<file path="src/hdl/tspv_pkg.sv">
package tspv_pkg;

  localparam int CHAR_W  = 8;
  localparam int POS_W   = 5;
  localparam int YEAR_W  = 14;
  localparam int FIELD_W = 7;
  localparam int QUOT_W  = 8;
  localparam int SUM_W   = 15;
  localparam int DATA_W  = 48;

  // record layout: field boundaries
  localparam logic [POS_W-1:0] POS_YEAR_END   = 5'd4;
  localparam logic [POS_W-1:0] POS_MONTH_END  = 5'd7;
  localparam logic [POS_W-1:0] POS_DAY_END    = 5'd10;
  localparam logic [POS_W-1:0] POS_HOUR_END   = 5'd13;
  localparam logic [POS_W-1:0] POS_MINUTE_END = 5'd16;
  localparam logic [POS_W-1:0] POS_LAST       = 5'd19;

  localparam logic [CHAR_W-1:0] CHAR_ZERO = 8'h30;
  localparam logic [CHAR_W-1:0] CHAR_NINE = 8'h39;

  localparam logic [YEAR_W-1:0] MIN_YEAR         = 14'd1971;
  localparam logic [2:0]        FALLBACK_WEEKDAY = 3'd5;  // 1971-01-01 was a Friday

  // floor(x/25) = (x * DIV25_RECIP) >> DIV25_SHIFT, exact for x < 4096
  localparam logic [17:0] DIV25_RECIP = 18'd167773;
  localparam int          DIV25_SHIFT = 22;

  typedef struct packed {
    logic [YEAR_W-1:0]  year;
    logic [YEAR_W-1:0]  year_adj;   // year minus one for Jan/Feb
    logic [FIELD_W-1:0] month;
    logic [FIELD_W-1:0] day;
    logic [FIELD_W-1:0] hour;
    logic [FIELD_W-1:0] minute;
    logic [FIELD_W-1:0] second;
    logic               bad;
  } rec_t;

  typedef struct packed {
    logic [2:0]        weekday;
    logic [5:0]        second;
    logic [5:0]        minute;
    logic [4:0]        hour;
    logic [4:0]        day;
    logic [3:0]        month;
    logic [YEAR_W-1:0] year;
    logic              ok;
  } res_t;

  // (31*m)/12 with March as month 1
  function automatic logic [4:0] month_offset(input logic [FIELD_W-1:0] mo);
    logic [4:0] r;
    case (mo)
      7'd1:    r = 5'd28;
      7'd2:    r = 5'd31;
      7'd3:    r = 5'd2;
      7'd4:    r = 5'd5;
      7'd5:    r = 5'd7;
      7'd6:    r = 5'd10;
      7'd7:    r = 5'd12;
      7'd8:    r = 5'd15;
      7'd9:    r = 5'd18;
      7'd10:   r = 5'd20;
      7'd11:   r = 5'd23;
      7'd12:   r = 5'd25;
      default: r = 5'd0;
    endcase
    return r;
  endfunction

  function automatic logic [4:0] month_end(input logic [FIELD_W-1:0] mo, input logic leap);
    logic [4:0] r;
    case (mo)
      7'd4, 7'd6, 7'd9, 7'd11: r = 5'd30;
      7'd2:                    r = leap ? 5'd29 : 5'd28;
      default:                 r = 5'd31;
    endcase
    return r;
  endfunction

endpackage

</file>
<file path="src/hdl/timestamp_parse_validate.sv">
// Timestamp parser/checker for "YYYY-MM-dd hh:mm:ss" records.
// s_axis carries one character per request, 20 characters per record; the
// separator positions are taken without looking at their value.
// m_axis carries one result per record: the parsed date and time with its
// weekday (0 = Sunday) in tdata, and in tuser a flag that is 1 when every
// digit position held a digit and the date/time is legal (year >= 1971).
// Otherwise the result is 1971-01-01 00:00:00 with tuser low.
// Throughput: one character per cycle, sustained; the parser takes a
// character every cycle while tready on m_axis is high.
// After the edge that takes the 20th character, the result passes the record
// register, divide-by-100 stage, check/sum stage and result register in turn
// before it shows on m_axis.
// Reset (rst, synchronous) returns to the first character of a record and
// empties the pipeline. When m_axis stalls, results queue in the pipeline
// stages; s_axis tready drops only once all of them hold a record.
module timestamp_parse_validate (
  input  logic        clk,
  input  logic        rst,
  input  logic        s_axis_tvalid,
  output logic        s_axis_tready,
  input  logic [7:0]  s_axis_tdata,   // [7:0] char_in
  output logic        m_axis_tvalid,
  input  logic        m_axis_tready,
  // [13:0] year_out, [17:14] month_out, [22:18] day_out, [27:23] hour_out,
  // [33:28] minute_out, [39:34] second_out, [42:40] weekday_out, [47:43] zero
  output logic [47:0] m_axis_tdata,
  output logic [0:0]  m_axis_tuser    // [0] valid_out
);

  localparam int PW = tspv_pkg::POS_W;
  localparam int YW = tspv_pkg::YEAR_W;
  localparam int FW = tspv_pkg::FIELD_W;

  logic [PW-1:0] pos;
  logic          bad;
  logic [YW-1:0] acc;
  logic [YW-1:0] held_year;
  logic [FW-1:0] held_month, held_day, held_hour, held_minute;

  logic          s_fire;
  logic          is_digit;
  logic [YW-1:0] acc_next;
  logic          load_rec;

  tspv_pkg::rec_t rec;
  logic           rec_vld;
  logic           chk_ready;
  tspv_pkg::res_t res;

  assign s_axis_tready = !rec_vld || chk_ready;
  assign s_fire        = s_axis_tvalid && s_axis_tready;
  assign load_rec      = s_fire && (pos == tspv_pkg::POS_LAST);
  assign is_digit      = (s_axis_tdata >= tspv_pkg::CHAR_ZERO) &&
                         (s_axis_tdata <= tspv_pkg::CHAR_NINE);
  // acc*10 + digit, wrapping at the accumulator width
  assign acc_next = (acc << 3) + (acc << 1) +
                    YW'(s_axis_tdata - tspv_pkg::CHAR_ZERO);

  always_ff @(posedge clk) begin
    if (rst) begin
      pos         <= '0;
      bad         <= 1'b0;
      acc         <= '0;
      held_year   <= '0;
      held_month  <= '0;
      held_day    <= '0;
      held_hour   <= '0;
      held_minute <= '0;
    end else if (s_fire) begin
      if (pos == tspv_pkg::POS_LAST) begin
        pos <= '0;
        bad <= 1'b0;
        acc <= '0;
      end else begin
        pos <= pos + PW'(1);
        if (pos == tspv_pkg::POS_YEAR_END) begin
          held_year <= acc;
          acc       <= '0;
        end else if (pos == tspv_pkg::POS_MONTH_END) begin
          held_month <= acc[FW-1:0];
          acc        <= '0;
        end else if (pos == tspv_pkg::POS_DAY_END) begin
          held_day <= acc[FW-1:0];
          acc      <= '0;
        end else if (pos == tspv_pkg::POS_HOUR_END) begin
          held_hour <= acc[FW-1:0];
          acc       <= '0;
        end else if (pos == tspv_pkg::POS_MINUTE_END) begin
          held_minute <= acc[FW-1:0];
          acc         <= '0;
        end else if (is_digit) begin
          acc <= acc_next;
        end else begin
          bad <= 1'b1;
        end
      end
    end
  end

  // completed record, handed to the checker
  always_ff @(posedge clk) begin
    if (rst) begin
      rec_vld <= 1'b0;
    end else if (s_axis_tready) begin
      rec_vld <= load_rec;
    end
    if (load_rec) begin
      rec.year     <= held_year;
      rec.year_adj <= (held_month <= FW'(2)) ? held_year - YW'(1) : held_year;
      rec.month    <= held_month;
      rec.day      <= held_day;
      rec.hour     <= held_hour;
      rec.minute   <= held_minute;
      rec.second   <= acc[FW-1:0];
      rec.bad      <= bad;
    end
  end

  tspv_check u_check (
    .clk       (clk),
    .rst       (rst),
    .in_valid  (rec_vld),
    .in_ready  (chk_ready),
    .in_rec    (rec),
    .out_valid (m_axis_tvalid),
    .out_ready (m_axis_tready),
    .out_res   (res)
  );

  assign m_axis_tdata = {5'b00000, res.weekday, res.second, res.minute, res.hour,
                         res.day, res.month, res.year};
  assign m_axis_tuser = res.ok;

`ifndef NO_ASSERTIONS
  a_pos_range: assert property (@(posedge clk) disable iff (rst)
    pos <= tspv_pkg::POS_LAST)
    else $error("character position past end of record");

  a_rec_loaded: assert property (@(posedge clk) disable iff (rst)
    load_rec |=> rec_vld)
    else $error("20th character did not produce a record");

  a_valid_ranges: assert property (@(posedge clk) disable iff (rst)
    (m_axis_tvalid && m_axis_tuser[0]) |->
      (res.month >= 4'd1 && res.month <= 4'd12 && res.day >= 5'd1 &&
       res.hour <= 5'd23 && res.minute <= 6'd59 && res.second <= 6'd59 &&
       res.weekday <= 3'd6 && res.year >= tspv_pkg::MIN_YEAR))
    else $error("valid result with out-of-range field");

  a_fallback: assert property (@(posedge clk) disable iff (rst)
    (m_axis_tvalid && !m_axis_tuser[0]) |->
      (res.year == tspv_pkg::MIN_YEAR && res.month == 4'd1 && res.day == 5'd1 &&
       res.hour == 5'd0 && res.minute == 6'd0 && res.second == 6'd0 &&
       res.weekday == tspv_pkg::FALLBACK_WEEKDAY))
    else $error("rejected record without default timestamp");
`endif

endmodule

</file>
<file path="src/hdl/tspv_check.sv">
module tspv_check (
  input  logic           clk,
  input  logic           rst,
  input  logic           in_valid,
  output logic           in_ready,
  input  tspv_pkg::rec_t in_rec,
  output logic           out_valid,
  input  logic           out_ready,
  output tspv_pkg::res_t out_res
);

  localparam int QW = tspv_pkg::QUOT_W;
  localparam int SW = tspv_pkg::SUM_W;
  localparam int YW = tspv_pkg::YEAR_W;

  logic en1, en2, en3;
  logic v1, v2, v3;

  tspv_pkg::rec_t s1_rec, s2_rec;
  logic [QW-1:0]  s1_q_y, s1_q_yy;
  logic           s2_ok;
  logic [SW-1:0]  s2_sum;
  tspv_pkg::res_t res;

  logic [29:0]   prod_y, prod_yy;
  logic          leap;
  logic [YW-1:0] y_hundreds;
  logic [4:0]    mend;
  logic          ok_next;
  logic [SW-1:0] sum_next;
  logic [5:0]    fold1;
  logic [3:0]    fold2;
  logic [2:0]    wday;
  tspv_pkg::res_t res_next;

  // each stage moves when empty or when the one after it moves
  assign en3      = !v3 || out_ready;
  assign en2      = !v2 || en3;
  assign en1      = !v1 || en2;
  assign in_ready = en1;

  // stage 1: hundreds of year and of adjusted year
  assign prod_y  = 30'(in_rec.year[YW-1:2]) * 30'(tspv_pkg::DIV25_RECIP);
  assign prod_yy = 30'(in_rec.year_adj[YW-1:2]) * 30'(tspv_pkg::DIV25_RECIP);

  always_ff @(posedge clk) begin
    if (rst) begin
      v1 <= 1'b0;
    end else if (en1) begin
      v1 <= in_valid;
    end
    if (en1) begin
      s1_rec  <= in_rec;
      s1_q_y  <= prod_y[tspv_pkg::DIV25_SHIFT +: QW];
      s1_q_yy <= prod_yy[tspv_pkg::DIV25_SHIFT +: QW];
    end
  end

  // stage 2: range checks and weekday sum
  always_comb begin
    y_hundreds = YW'({{(YW-QW){1'b0}}, s1_q_y} * YW'(100));
    leap = (s1_rec.year[1:0] == 2'b00) &&
           ((s1_rec.year != y_hundreds) || (s1_q_y[1:0] == 2'b00));
    mend = tspv_pkg::month_end(s1_rec.month, leap);
    ok_next = !s1_rec.bad &&
              (s1_rec.month >= 7'd1) && (s1_rec.month <= 7'd12) &&
              (s1_rec.day >= 7'd1) && (s1_rec.day <= {2'b00, mend}) &&
              (s1_rec.hour <= 7'd23) && (s1_rec.minute <= 7'd59) &&
              (s1_rec.second <= 7'd59) &&
              (s1_rec.year >= tspv_pkg::MIN_YEAR);
    sum_next = SW'(s1_rec.day) + SW'(s1_rec.year_adj) + SW'(s1_rec.year_adj[YW-1:2])
             - SW'(s1_q_yy) + SW'(s1_q_yy[QW-1:2])
             + SW'(tspv_pkg::month_offset(s1_rec.month));
  end

  always_ff @(posedge clk) begin
    if (rst) begin
      v2 <= 1'b0;
    end else if (en2) begin
      v2 <= v1;
    end
    if (en2) begin
      s2_rec <= s1_rec;
      s2_ok  <= ok_next;
      s2_sum <= sum_next;
    end
  end

  // stage 3: mod 7 by folding octal digits (8 = 1 mod 7), fallback select
  always_comb begin
    fold1 = 6'(s2_sum[2:0]) + 6'(s2_sum[5:3]) + 6'(s2_sum[8:6])
          + 6'(s2_sum[11:9]) + 6'(s2_sum[14:12]);
    fold2 = 4'(fold1[2:0]) + 4'(fold1[5:3]);
    wday  = (fold2 >= 4'd7) ? 3'(fold2 - 4'd7) : fold2[2:0];
    if (s2_ok) begin
      res_next.year    = s2_rec.year;
      res_next.month   = s2_rec.month[3:0];
      res_next.day     = s2_rec.day[4:0];
      res_next.hour    = s2_rec.hour[4:0];
      res_next.minute  = s2_rec.minute[5:0];
      res_next.second  = s2_rec.second[5:0];
      res_next.weekday = wday;
      res_next.ok      = 1'b1;
    end else begin
      res_next.year    = tspv_pkg::MIN_YEAR;
      res_next.month   = 4'd1;
      res_next.day     = 5'd1;
      res_next.hour    = 5'd0;
      res_next.minute  = 6'd0;
      res_next.second  = 6'd0;
      res_next.weekday = tspv_pkg::FALLBACK_WEEKDAY;
      res_next.ok      = 1'b0;
    end
  end

  always_ff @(posedge clk) begin
    if (rst) begin
      v3 <= 1'b0;
    end else if (en3) begin
      v3 <= v2;
    end
    if (en3) begin
      res <= res_next;
    end
  end

  assign out_valid = v3;
  assign out_res   = res;

endmodule

</file>
<file path="config.mk">
export PLATFORM = sky130hd
export DESIGN_NAME = timestamp_parse_validate
export DESIGN_NICKNAME = d
export VERILOG_FILES = /design/src/hdl/tspv_pkg.sv /design/src/hdl/timestamp_parse_validate.sv /design/src/hdl/tspv_check.sv
export SDC_FILE = /design/constraint.sdc
export NUM_CORES = 1
export LEC_CHECK = 0
export ABC_AREA = 1
export ABC_CLOCK_PERIOD_IN_PS = 12620
export BUFFER_PORTS_ARGS = -buffer_cell sky130_fd_sc_hd__buf_2
export CORE_ASPECT_RATIO = 1.2
export CORE_UTILIZATION = 30
export CTS_CLUSTER_DIAMETER = 200
export DETAILED_ROUTE_END_ITERATION = 16
export SLEW_MARGIN = 20
export SYNTH_ARGS = -nofsm -noshare
export SYNTH_HDL_FRONTEND = slang
export SYNTH_SLANG_ARGS = --single-unit
</file>
<file path="constraint.sdc">
create_clock -name clk -period 12.62 [get_ports clk]
set_input_delay 1.262 -clock clk [delete_from_list [all_inputs] [get_ports clk]]
set_output_delay 1.262 -clock clk [all_outputs]
set_load 0.02 [all_outputs]
</file>
* After elaboration in Yosys (flattened, before gate mapping)
Memories as Yosys holds them, arrays and structs flattened. A register that Yosys moved wholly into a read port is not among the register bits.
Cells that the tools add are included.
** Cells by class
- Add/sub/neg operators :: 16
- $mul :: 3
- Magnitude comparators :: 12
- Equality and inequality tests :: 18
- Mux-type cells :: 22
- Bitwise gates (word level) :: 5
- Reduce and logical (&&, ||, !) cells :: 34
** Operator list (count)
- $mux 14 :: 8
- $mul 12x18->30 const B :: 2
- $add 14x14->14 :: 2
- $add 6x3->6 :: 3
- $add 15x12->15 :: 1
- $add 15x5->15 :: 1
- $add 15x6->15 :: 1
- $add 7x14->15 :: 1
- $sub 15x8->15 :: 1
- $eq 7x3->1 const B :: 2
- $eq 7x4->1 const B :: 2
- $ge 14x11->1 const B :: 1
- $ge 7x1->1 const B :: 2
- $le 7x6->1 const B :: 2
- $ne 14x14->1 :: 1
- $reduce_and 7->1 :: 2
- $sub 14x1->14 const B :: 1
- $logic_and 1x1->1 :: 12
- $mul 8x5->12 const B :: 1
- $eq 5x3->1 const B :: 2
- $eq 5x4->1 const B :: 2
- $eq 5x5->1 const B :: 2
- $mux 5 :: 2
- $ne 2x2->1 const B :: 5
- 29 further kinds :: 51
** Storage, ports and cells
- Register bits after elaboration :: 310
- ROM bits :: 80
- Bits of input ports :: 12
- Output and inout port bits :: 51
- Word-level logic and storage cells :: 157
- Memories :: 1
** Memories
- (name not given) :: words 16, bits a word 5, read ports 1, clocked after Yosys merged registers in 1, write ports 0, RTL line tspv_pkg.sv:54 : case (mo)

* Longest topological paths before layout
Gate-level depths: netlist (run 1).
- Depth after elaboration :: 12
- Mapped depth :: 23
- Gate-level depth less buffers :: 23

* By module
From an unflattened synthesis (run 1), not the netlist that was laid out.
** Second synthesis, totals
- Cells, all modules :: 2329
- Area, all modules :: 22800.6 sq um
** Modules (own cells, without submodules)
- tspv_check :: times used 1, cells an instance 1729, area an instance 17120.2 sq um, sequential area each 5565.3 sq um
- timestamp_parse_validate :: times used 1, cells an instance 600, area an instance 5680.4 sq um, sequential area each 3183.1 sq um

* Worst setup path before layout (run 1)
No wires, ideal clock.
- Kind :: input-to-reg
- Start point :: input m_axis_tready
- End point :: register rec[0] (netlist bit), enable pin
- Setup time :: 486 ps
- Arrival :: 4756 ps
- Required time :: 12134 ps
- Setup slack :: 7378 ps
- Stages on the path :: 6
- Buffers on the path :: 0
- Cell sequence :: nor2_4 -> nand2_4 -> nor2_8 -> nand2_2 -> nand2_4 -> nor2_1
** Between the ends
- Word-level cells in the longest chain between the ends :: 6
** RTL lines
- from (decl) :: RTL line timestamp_parse_validate.sv:23 : input logic m_axis_tready,
- $logic_or 1x1->1 :: RTL line tspv_check.sv:37 : assign en3 = !v3 || out_ready;
- $logic_or 1x1->1 :: RTL line tspv_check.sv:38 : assign en2 = !v2 || en3;
- named net u_check.en2 :: RTL line tspv_check.sv:16 : logic en1, en2, en3;
- $logic_or 1x1->1 :: RTL line tspv_check.sv:39 : assign en1 = !v1 || en2;
- $logic_or 1x1->1 :: RTL line timestamp_parse_validate.sv:50 : assign s_axis_tready = !rec_vld || chk_ready;
- named net s_axis_tready :: RTL line timestamp_parse_validate.sv:20 : output logic s_axis_tready,
- $logic_and 1x1->1 :: RTL line timestamp_parse_validate.sv:51 : assign s_fire = s_axis_tvalid && s_axis_tready;
- $logic_and 1x1->1 :: RTL line timestamp_parse_validate.sv:52 : assign load_rec = s_fire && (pos == tspv_pkg::POS_LAST);
- named net load_rec :: RTL line timestamp_parse_validate.sv:43 : logic load_rec;
- to (decl) :: RTL line timestamp_parse_validate.sv:45 : tspv_pkg::rec_t rec;
The timed path passes the listed nets, and every way through them passes these cells.
A chain may end at the register's enable or synchronous reset.

* Worst setup path in the final report (run 1)
- Start point :: register rec[58] (netlist bit)
- End point :: register u_check.s1_q_y[1], data pin
** Between the ends
- Word-level cells in the longest chain between the ends :: 1
** RTL lines
- $mul 12x18->30 :: RTL line tspv_check.sv:43 : assign prod_y = 30'(in_rec.year[YW-1:2]) * 30'(tspv_pkg::DIV25_RECIP);
- named net u_check.prod_y[23] :: RTL line tspv_check.sv:25 : logic [29:0] prod_y, prod_yy;
- to (signal assigned) :: RTL line tspv_check.sv:54 : s1_q_y <= prod_y[tspv_pkg::DIV25_SHIFT +: QW];
- to (decl) :: RTL line tspv_check.sv:20 : logic [QW-1:0] s1_q_y, s1_q_yy;
The timed path passes the listed nets, and every way through them passes these cells.

==> results_dict.tcl, run 1 <==
set metrics [dict create \
    status "completed" \
    io_pins 63 \
    htreeDepth 1 \
    intPower_mw 1.64 \
    rows 109 \
    cts_root_buffer "clkbuf_16" \
    cts_buffers 31 \
    rr_endpoint "u_check.s1_q_y[1]" \
    pre_cts_ws_ps 7660 \
    finalCriticalPeriod_ps 4980 \
    tritoncts "done" \
    worst_path_largest_cell_delay_ps 650 \
    cts_resized 0 \
    clockBufferDepth 3 \
    synthToLayoutAreaGrowth_pct 10.9 \
    power.switching_mw 0.422 \
    n_fill_cell 7431 \
    cpMostUsedCell "fa_1" \
    final_common_cell "inv_1" \
    cp-start-kind "register" \
    ys_ff_latch 315 \
    initial_core_util_pct 30.3 \
    crit_chain "fa_1 > inv_1 > fa_1 > inv_1 > fa_1 > fa_1 > fa_1 > ha_1 > nand2_1 > nor4_1 > nand2_1 > a21oi_1 > nor2_1 > nand2_1 > nand2_1" \
    crit_arrival_ps 5310 \
    drive_gt1_share_pct 7.69 \
    port_buffers 57 \
    die_x_um 251 \
    crit_path_start "rec[58]" \
    clock_latency_ps 580 \
    p_clk_share_pct 44.4 \
    drv_slew 0 \
    max_freq_mhz 201 \
    cp.depth 15 \
    dieHeight_um 301 \
    rrSetupSlack_ps 7640 \
    wl_per_cell_um 14.6 \
    wirelength_um 46300 \
    num_vias 14200 \
    cp.buffers_inverters 2 \
    final_core_util_pct 33.6 \
    critPathCaptureType "register" \
    critPathTopFamily "adder cells" \
    leakage_nw 11.7 \
    routed-wl-met2_um 22400 \
    antenna_found_initial 9 \
    synth_ff_type "edfxtp_1" \
    synth_edf_count 244 \
    grt_max_degree 86 \
    vdd_drop_max_mv 0.118 \
    r2r_cells 15 \
    path_clk_slew_ps 60 \
    grtUsageTotal_pct 12.6 \
    synth_async_sr_flop_share_pct 0 \
    min_period_over_period_pct 39.5 \
    fin_ws_ps 7640 \
    drt_iter0_drc 730 \
    wl_met1_um 20400 \
    ctsHoldBuffers 0 \
    core_um2 73600 \
    grt_pass1_wl_um 75800 \
    ys_types 55 \
    final_cell_mix "inv_1 (431), ha_1 (276), nand2_1 (270)" \
    syn-cell-area_um2 22300 \
    hp-class "reg -> reg" \
    drc 0 \
    cts.sinks 315 \
    drtAntennaViolNets 0 \
    multi_input_area_um2 11800 \
    syn_area_per_cell_um2 10.5 \
    slew_headroom_pct 44.0 \
    clock_skew_ps 24.0 \
    setup_viol 0 \
    powerDensity_nw_per_um2 83.2 \
    synth_cells 2136 \
    dp_hpwl_um 37900 \
    drv_cap 0 \
    crit_slowest_cell "fa_1" \
    crit_end "u_check.s1_q_y[1]" \
    final_nets 2688 \
    grt_pass1_vias 14500 \
    criticalPathCategory "reg -> reg" \
    r2r_start "rec[58]" \
    swShare_pct 20.5 \
    rsz0062_at_grt "no" \
    crit_path_max_fanout 6 \
    power_frac_seq_pct 53.7 \
    grt_overflow 0 \
    combPwrFrac_pct 1.9 \
    ys_seq_area_share_pct 39.2 \
    yosys_warnings 0 \
    die-area_um2 75600 \
    final_hold_viol_count 0 \
    dr_wl_met3_um 1750 \
    highest_layer "met5" \
    viasPerCell 4.46 \
    seq_area_um2 8750 \
    setup_tns_ps 0 \
    cp.required_ps 12940 \
    cts_setup_buffers 0 \
    dr.pass1.iters 5 \
    tightest_slew_ps 839 \
    gp_congestion 0.909 \
]
-- synth_stat cells, types with 2 or more instances --
master      n  share of area, %
a211oi_1    3              0.10
a21boi_0    3              0.10
a21o_1     17              0.57
a21oi_1   129               2.9
a21oi_2     4              0.16
a221oi_1    2             0.078
a31oi_1     8              0.22
buf_2       3             0.067
buf_4       7              0.24
buf_6       4              0.20
clkbuf_1   11              0.18
dfxtp_1    71               6.4
edfxtp_1  244                33
fa_1      188                17
ha_1      276                15
inv_1     432               7.3
inv_2       8              0.13
nand2_1   270               4.5
nand2_2     9              0.25
nand2_4     2              0.10
nand3_1    77               1.7
nand3_2     2             0.090
nand3b_1    2             0.067
nand4_1    26              0.73
nor2_1    111               1.9
nor2_2      4              0.11
nor3_1     18              0.40
nor4_1     10              0.28
o211ai_1    3              0.10
o21a_1      6              0.20
o21ai_0    71               1.6
o21ai_1     2             0.045
o21bai_1   10              0.34
o31ai_1     3              0.10
or2_1       2             0.056
or2_2      20              0.56
xnor2_1    16              0.63
xor2_1     45               1.8
-- power by group through the flow --
stage / Clock [mW] / Combinational, mW / Sequential [mW]
floorplan: 0 / 0.0298 / 1.13
global placement: 0 / 0.0394 / 1.13
detailed placement: 0 / 0.0400 / 1.13
CTS: 0.939 / 0.0402 / 1.11
global route: 0.979 / 0.0449 / 1.11
finish: 0.915 / 0.0399 / 1.11
-- stage by stage --
stage               power, mW  hold slack [ps]  instance area, um^2  instances
floorplan                1.16              400                22400       2140
global placement         1.17              400                23700       3121
detailed placement       1.17              405                23700       3121
CTS                      2.09              417                24700       3178
global route             2.13              420                24800       3184
finish                   2.06              418                24800       3184
-- kinds of logic after synthesis --
group           synth area share (%)
xor+xnor                        2.39
other cells                   0.0168
buf+inv                         8.08
simple gates                    11.2
flops                           39.2
fa+ha+maj                       32.3
compound gates                  6.85
-- metal layers --
metal  GRT usage [%]  vias to the layer above
met3            2.02                       88
met5               0                        -
met1            15.6                     6705
met4            4.82                        8
met2            21.9                      245
li1                -                     7156
-- worst min path at each step --
stage	start	end	slack, ps	cells after the start
after CTS	rec[18]	u_check.s1_rec[18]	420	0
after floorplan	rec[0]	u_check.s1_rec[0]	400	0
after global placement	rec[18]	u_check.s1_rec[18]	400	0
final	rec[12]	u_check.s1_rec[12]	420	0
after detailed placement	rec[12]	u_check.s1_rec[12]	400	0
after global routing	rec[18]	u_check.s1_rec[18]	420	0
-- area by class of cell --
class | count | area share (%)
antenna | 5 | 0.0505
clock buffer | 36 | 3.25
clock inverter | 21 | 0.834
inverter | 440 | 6.68
multi-input combinational | 1360 | 47.7
sequential | 315 | 35.3
tap | 943 | 4.77
timing repair buffer | 64 | 1.42
-- state kept, by name, indices dropped and copies added (netlist names), 5 cells and up, named ones only --
name and flops:
acc 14, held_day 7, held_hour 7, held_minute 7
held_month 7, held_year 14, pos 5, rec 64
u_check.out_res 44, u_check.s1_q_y 8, u_check.s1_q_yy 8, u_check.s1_rec 64
u_check.s2_rec 40, u_check.s2_sum 15
Power figures use the tool's default switching activity.
==> run 2, diff against run 1 <==
--- a/config.mk
+++ b/config.mk
@@ -5,8 +5,8 @@
 export SDC_FILE = /design/constraint.sdc
 export NUM_CORES = 1
 export LEC_CHECK = 0
-export ABC_AREA = 1
-export ABC_CLOCK_PERIOD_IN_PS = 12620
+export ABC_AREA = 0
+export ABC_CLOCK_PERIOD_IN_PS = 4800
 export BUFFER_PORTS_ARGS = -buffer_cell sky130_fd_sc_hd__buf_2
 export CORE_ASPECT_RATIO = 1.2
 export CORE_UTILIZATION = 30
==> constraint.sdc (replaced) <==
create_clock -name clk -period 4.8 [get_ports clk]
set_input_delay 0.48 -clock clk [delete_from_list [all_inputs] [get_ports clk]]
set_output_delay 0.48 -clock clk [all_outputs]
set_load 0.02 [all_outputs]
==> run 2 against run 1 <==
Compared with the run above: clock skew decreased by 6.7 ps; via count is 9.0% lower; fmax increased by 5.0%; design area increased by 1.9%; clock power grew to 2.6 times the previous value; synthesized cell count down 19%; cell count is 10% lower; sequential share of layout area decreased by 0.66 points; worst setup slack got worse by 7600 ps; critical path depth fell by 3; critical path type unchanged; critical endpoint is now u_check.s1_q_yy[2]; highest routed layer unchanged.
==> results_dict.tcl, run 2 <==
set metrics [dict create \
    status "completed" \
    powerDensity_nw_per_um2 213 \
    synthTopCellsByCount "inv_1 (292), ha_1 (276), edfxtp_1 (244)" \
    clock_skew_ps 17.2 \
    tightest_slew_ps 936 \
    antenna_found_initial 5 \
    cts_root_buffer "clkbuf_16" \
    viasPerCell 4.51 \
    drv_cap 0 \
    synth_edf_count 244 \
    yosys_warnings 0 \
    crit_path_max_fanout 4 \
    dp_hpwl_um 36200 \
    io_pins 63 \
    critPathCaptureType "register" \
    rows 106 \
    final_hold_viol_count 0 \
    synthTopCellsByArea "edfxtp_1 (34%), fa_1 (18%), ha_1 (16%)" \
    drv_slew 0 \
    drtAntennaViolNets 0 \
    drive_gt1_share_pct 18.0 \
    synthMuxAreaShare_pct 1.91 \
    drc 0 \
    synth_cells 1734 \
    htreeDepth 1 \
    setup_viol 0 \
    cp-start-kind "register" \
    dr.pass1.iters 4 \
    grt_overflow 0 \
    crit_chain "fa_2 > fa_1 > fa_1 > fa_2 > fa_1 > ha_4 > a211oi_2 > a21oi_2 > or2_1 > a211o_1 > a31oi_1 > xnor2_1" \
    grt_max_degree 72 \
    die-area_um2 72200 \
    ys_ff_latch 315 \
    synth_top_area_share_pct 34.4 \
    syn_area_per_cell_um2 12.3 \
    synthAdderAreaFrac_pct 33.8 \
    drt_iter0_drc 577 \
    grtUsageTotal_pct 12.6 \
    max_freq_mhz 211 \
    synth_most_common_cell "inv_1" \
    synth_async_sr_flop_share_pct 0 \
    synth_xor_area_share_pct 3.12 \
    rsz0062_at_grt "yes" \
    port_buffers 57 \
    grt_pass1_vias 13700 \
    path_clk_slew_ps 60 \
    dpl_cell_area_um2 23400 \
    wirelength_um 44700 \
    vdd_drop_max_mv 0.206 \
    crit_slowest_cell "fa_2" \
    crit_arrival_ps 5060 \
    cp.required_ps 5110 \
    ys_seq_area_share_pct 41.0 \
    cpMostUsedCell "fa_1" \
    gp_congestion 0.896 \
    finalCriticalPeriod_ps 4740 \
    synth-simple-area-share_pct 7.94 \
    final_cell_mix "inv_1 (282), ha_1 (250), edfxtp_1 (244)" \
    critPathTopFamily "adder cells" \
    die_x_um 245 \
    min_period_over_period_pct 98.8 \
    num_vias 12900 \
    tritoncts "done" \
    clockBufferDepth 3 \
    design_power_total_mw 5.38 \
    slew_headroom_pct 37.6 \
    core_um2 70000 \
    synth_ff_type "edfxtp_1" \
    cts_buffers 31 \
    fin_ws_ps 57.7 \
    dieHeight_um 294 \
    synth_compound_area_share_pct 6.36 \
    pre_cts_ws_ps -235 \
    final_area_um2 25200 \
    syn-cell-area_um2 21300 \
    setup_tns_ps 0 \
    hp-class "in -> reg" \
    criticalPathCategory "reg -> reg" \
    leakage_nw 11.2 \
    synthToLayoutAreaGrowth_pct 18.3 \
    clock_latency_ps 580 \
    ctsHoldBuffers 0 \
    final_nets 2399 \
    grt_pass1_wl_um 72200 \
    initial_core_util_pct 30.5 \
    n_fill_cell 6789 \
    wl_per_cell_um 15.6 \
    cts.sinks 315 \
    synth_top_family_by_area "adder cells" \
    ys_types 82 \
    synth_area_leader_cell "edfxtp_1" \
    final_common_cell "inv_1" \
    worst_path_largest_cell_delay_ps 670 \
    cp.buffers_inverters 0 \
]
[run 2: changes by cell type in the layout (fill, tap and decap cells not counted), sizes merged, moves of 21 or more]
cell and change:
nand3 -64, nand2 -231, a21oi -70, and2 +33, mux2i +37, xnor2 +36, buf +114, o21ai -49
inv -150, xor2 -21
[run 2: worst min-delay path: cells and delay by family]
family,cells,cell delay (ps)
AO/OA/AOI/OAI,1,80
AND/OR/NAND/NOR,1,80
buffers and inverters,1,120
[run 2: final cells by class]
| class | count | area [um^2] | share of cell area [%] |
|---|---|---|---|
| Tap cell | 918 | 1150 | 4.55 |
| Timing Repair Buffer | 178 | 1260 | 5.00 |
| Clock inverter | 9 | 71.3 | 0.283 |
| Antenna cell | 1 | 2.50 | 0.00992 |
| Inverter | 292 | 1100 | 4.36 |
| Multi-Input combinational cell | 1105 | 11900 | 47.3 |
| Clock buffer | 49 | 963 | 3.82 |
| Sequential cell | 315 | 8750 | 34.7 |
[run 2: power breakdown]
part | internal, mW | switching, mW | leakage [nW]
logic | 0.0294 | 0.0527 | 7.62
registers | 2.90 | 0.00473 | 3.09
clock network | 1.39 | 1.01 | 0.517
total | 4.31 | 1.06 | 11.2
[run 2: what timing repair did]
item,in CTS,in global routing
resized for setup,51,71
buffers inserted,15,10
pin swaps,43,72
endpoints found under the setup margin,16,17
[run 2: cell families (layout without fill, tap and decap cells)]
| group | count (synthesis) | after routing |
|---|---|---|
| fa+ha+maj | 464 | 464 |
| compound gates | 204 | 204 |
| mux | 39 | 39 |
| buf+inv | 318 | 528 |
| other cells | 1 | 6 |
| simple gates | 317 | 317 |
| xor+xnor | 76 | 76 |
| flops | 315 | 315 |
[run 2: final timing paths]
kind / from / cells after the start / endpoint / slack [ps]
min reg2reg: rec[20] / 0 / u_check.s1_rec[20] / 410
max: rec[43] / 12 / u_check.s1_q_yy[2] / 60
min: s_axis_tdata[0] / 3 / acc[0] / 230
max reg2reg: rec[43] / 12 / u_check.s1_q_yy[2] / 60
[run 2: through the flow]
stage | util, % | hold slack (ps) | std cells
floorplan | - | 400 | 1738
global placement | 33.4 | 402 | 2782
detailed placement | 33.4 | 405 | 2782
CTS | 35.4 | 208 | 2855
global route | 36.0 | 273 | 2867
finish | 36.0 | 232 | 2867
[run 2: metal layers]
layer / up-vias / GRT usage [%] / wire (um)
met5: - / 0 / 55
met4: 8 / 3.11 / 879
met3: 56 / 1.45 / 1530
met2: 185 / 22.9 / 22800
met1: 6391 / 15.8 / 19400
li1: 6280 / - / -
==> run 3, diff against run 2 <==
--- a/config.mk
+++ b/config.mk
@@ -10,8 +10,8 @@
 export BUFFER_PORTS_ARGS = -buffer_cell sky130_fd_sc_hd__buf_2
 export CORE_ASPECT_RATIO = 1.2
 export CORE_UTILIZATION = 30
-export CTS_CLUSTER_DIAMETER = 200
 export DETAILED_ROUTE_END_ITERATION = 16
+export MAX_ROUTING_LAYER = met4
 export SLEW_MARGIN = 20
 export SYNTH_ARGS = -nofsm -noshare
 export SYNTH_HDL_FRONTEND = slang
==> constraint.sdc (replaced) <==
create_clock -name clk -period 4.8 [get_ports clk]
set_input_delay 0.24 -clock clk [delete_from_list [all_inputs] [get_ports clk]]
set_output_delay 0.24 -clock clk [all_outputs]
set_load 0.02 [all_outputs]
==> run 3 against run 2 <==
Compared with the run above: the flow now finishes with violations (setup timing); sequential cell count is the same; hold slack lost 180 ps; clock-buffer cell count shrank 9; first-iteration DRC count grew 5.0%; non-clock buffer count shrank 1; sequential share of layout area grew 0.052 points; clock skew grew 9.4 ps; routed wire length grew 0.35%; global-route usage grew 0.44 points; power is essentially flat; sequential power is essentially flat.
==> results_dict.tcl, run 3 (synthesis gave the netlist of run 2 again) <==
set metrics [dict create \
    drc 0 \
    cts.sinks 315 \
    gp_congestion 0.910 \
    final_cells 2865 \
    final_cell_mix "inv_1 (278), ha_1 (249), edfxtp_1 (244)" \
    seq_area_um2 8750 \
    cpMostUsedCell "fa_1" \
    cp-start-kind "register" \
    min_path_cells 4 \
    rsz0062_at_grt "yes" \
    final_nets 2397 \
    drtAntennaViolNets 0 \
    finalCriticalPeriod_ps 4820 \
    design_power_total_mw 5.37 \
    setup_tns_ps -21.2 \
    worst_path_largest_cell_delay_ps 540 \
    antenna_found_initial 2 \
    cp.buffers_inverters 4 \
    placed_cells 2785 \
    tightest_slew_ps 951 \
    critPathTopFamily "adder cells" \
    leakage_nw 11.2 \
    wirelength_um 44800 \
    clock_latency_ps 580 \
    dr.pass1.iters 7 \
    criticalPathCategory "reg -> reg" \
    drv_slew 0 \
    crit_arrival_ps 5140 \
    dieHeight_um 294 \
    grt_pass1_wl_um 72600 \
    path_clk_slew_ps 70 \
    crit_slowest_cell "fa_1" \
    drive_gt1_share_pct 17.9 \
    die_x_um 245 \
    final_hold_viol_count 0 \
    tritoncts "done" \
    slew_headroom_pct 36.6 \
    cts_root_buffer "clkbuf_16" \
    wl_per_cell_um 15.6 \
    crit_path_max_fanout 4 \
    core_um2 70000 \
    htreeDepth 1 \
    violations "setup timing" \
    final_core_util_pct 36.0 \
    dp_hpwl_um 36400 \
    n_fill_cell 6791 \
    drv_cap 0 \
    multi_input_area_um2 11900 \
    port_buffers 57 \
    setup_viol 2 \
    grt_max_degree 70 \
    grt_pass1_vias 13800 \
    synthToLayoutAreaGrowth_pct 18.1 \
    clockBufferDepth 3 \
    final_common_cell "inv_1" \
    critPathCaptureType "register" \
    initial_core_util_pct 30.5 \
    max_freq_mhz 208 \
    crit_chain "buf_6 > ha_4 > inv_2 > fa_1 > inv_2 > fa_1 > fa_1 > fa_1 > ha_4 > and4_4 > buf_6 > nand4_1 > a31o_4 > o31ai_4 > a21oi_2 > xnor2_1" \
    num_vias 12900 \
    grt_overflow 0 \
    fin_ws_ps -18.6 \
    vdd_drop_max_mv 0.239 \
    cts_buffers 30 \
    r2r_cells 16 \
    drt_iter0_drc 606 \
    rows 106 \
    viasPerCell 4.50 \
    rrSetupSlack_ps -20 \
    min_period_over_period_pct 100 \
    cp.depth 16 \
    io_pins 63 \
    hp-class "in -> reg" \
    pre_cts_ws_ps -167 \
    clock_skew_ps 26.6 \
    cp.required_ps 5120 \
    die-area_um2 72200 \
    grtUsageTotal_pct 13.1 \
    powerDensity_nw_per_um2 213 \
    status "finished, violations left" \
]
-- run 3: cell types whose count changed in the layout (fill, tap and decap cells not counted), moves of 3 or more --
cell,delta
buf_6,-3
bufinv_16,+3
clkbuf_16,-3
clkbuf_8,-4
clkinv_1,+4
clkinv_2,-4
inv_1,-4
inv_2,+5
-- run 3: layout make-up --
cell class              count  area share [%]
diodes                      2          0.0199
clock buffers              40            3.25
clock inverters            16           0.735
inverters                 292            4.35
multi-input cells        1105            47.4
flip-flops and latches    315            34.7
well taps                 918            4.56
repair buffers            177            4.95
-- run 3: path summary, 6_finish.rpt --
check | startpoint | to
worst max-delay path | rec[60] | u_check.s1_q_y[6]
worst min-delay path | m_axis_tready | u_check.out_valid
worst max register to register | rec[60] | u_check.s1_q_y[6]
worst min register to register | rec[0] | u_check.s1_rec[0]
-- run 3: metal layers --
metal  share of wire (%)  GRT usage, %
met3                 3.5          1.56
met2                  51          22.7
met5                   0             -
met4                 2.4          3.56
met1                  43          16.0
-- run 3: per-stage QoR --
stage	hold WS, ps	instance area (um^2)
floorplan	400	21300
global placement	401	23400
detailed placement	405	23400
CTS	22.0	24700
global route	67.3	25200
finish	49.4	25200
-- run 3: timing repair --
| item | in CTS | in global routing |
|---|---|---|
| endpoints found under the setup margin | 15 | 17 |
| hold endpoints to repair | 1 | 0 |
| hold buffers | 1 | 0 |
| setup buffers | 7 | 12 |
| resized for setup | 34 | 88 |
| pin swaps | 38 | 68 |
| gates cloned | 0 | 0 |
-- run 3: worst reg2reg max path, stage by stage (launching register included) --
cell and delay [ps]:
edfxtp_1 440, buf_6 170, ha_4 260, inv_2 40, fa_1 540, inv_2 40, fa_1 520, fa_1 540
fa_1 540, ha_4 290, and4_4 210, buf_6 100, nand4_1 130, a31o_4 310, o31ai_4 210, a21oi_2 90
xnor2_1 130
-- run 3: where the power goes --
part	switching, mW	total [mW]	internal, mW	leakage (nW)
clock network	1.02	2.39	1.37	0.481
registers	0.00456	2.90	2.90	3.09
logic	0.0529	0.0828	0.0298	7.61
total	1.08	5.37	4.30	11.2
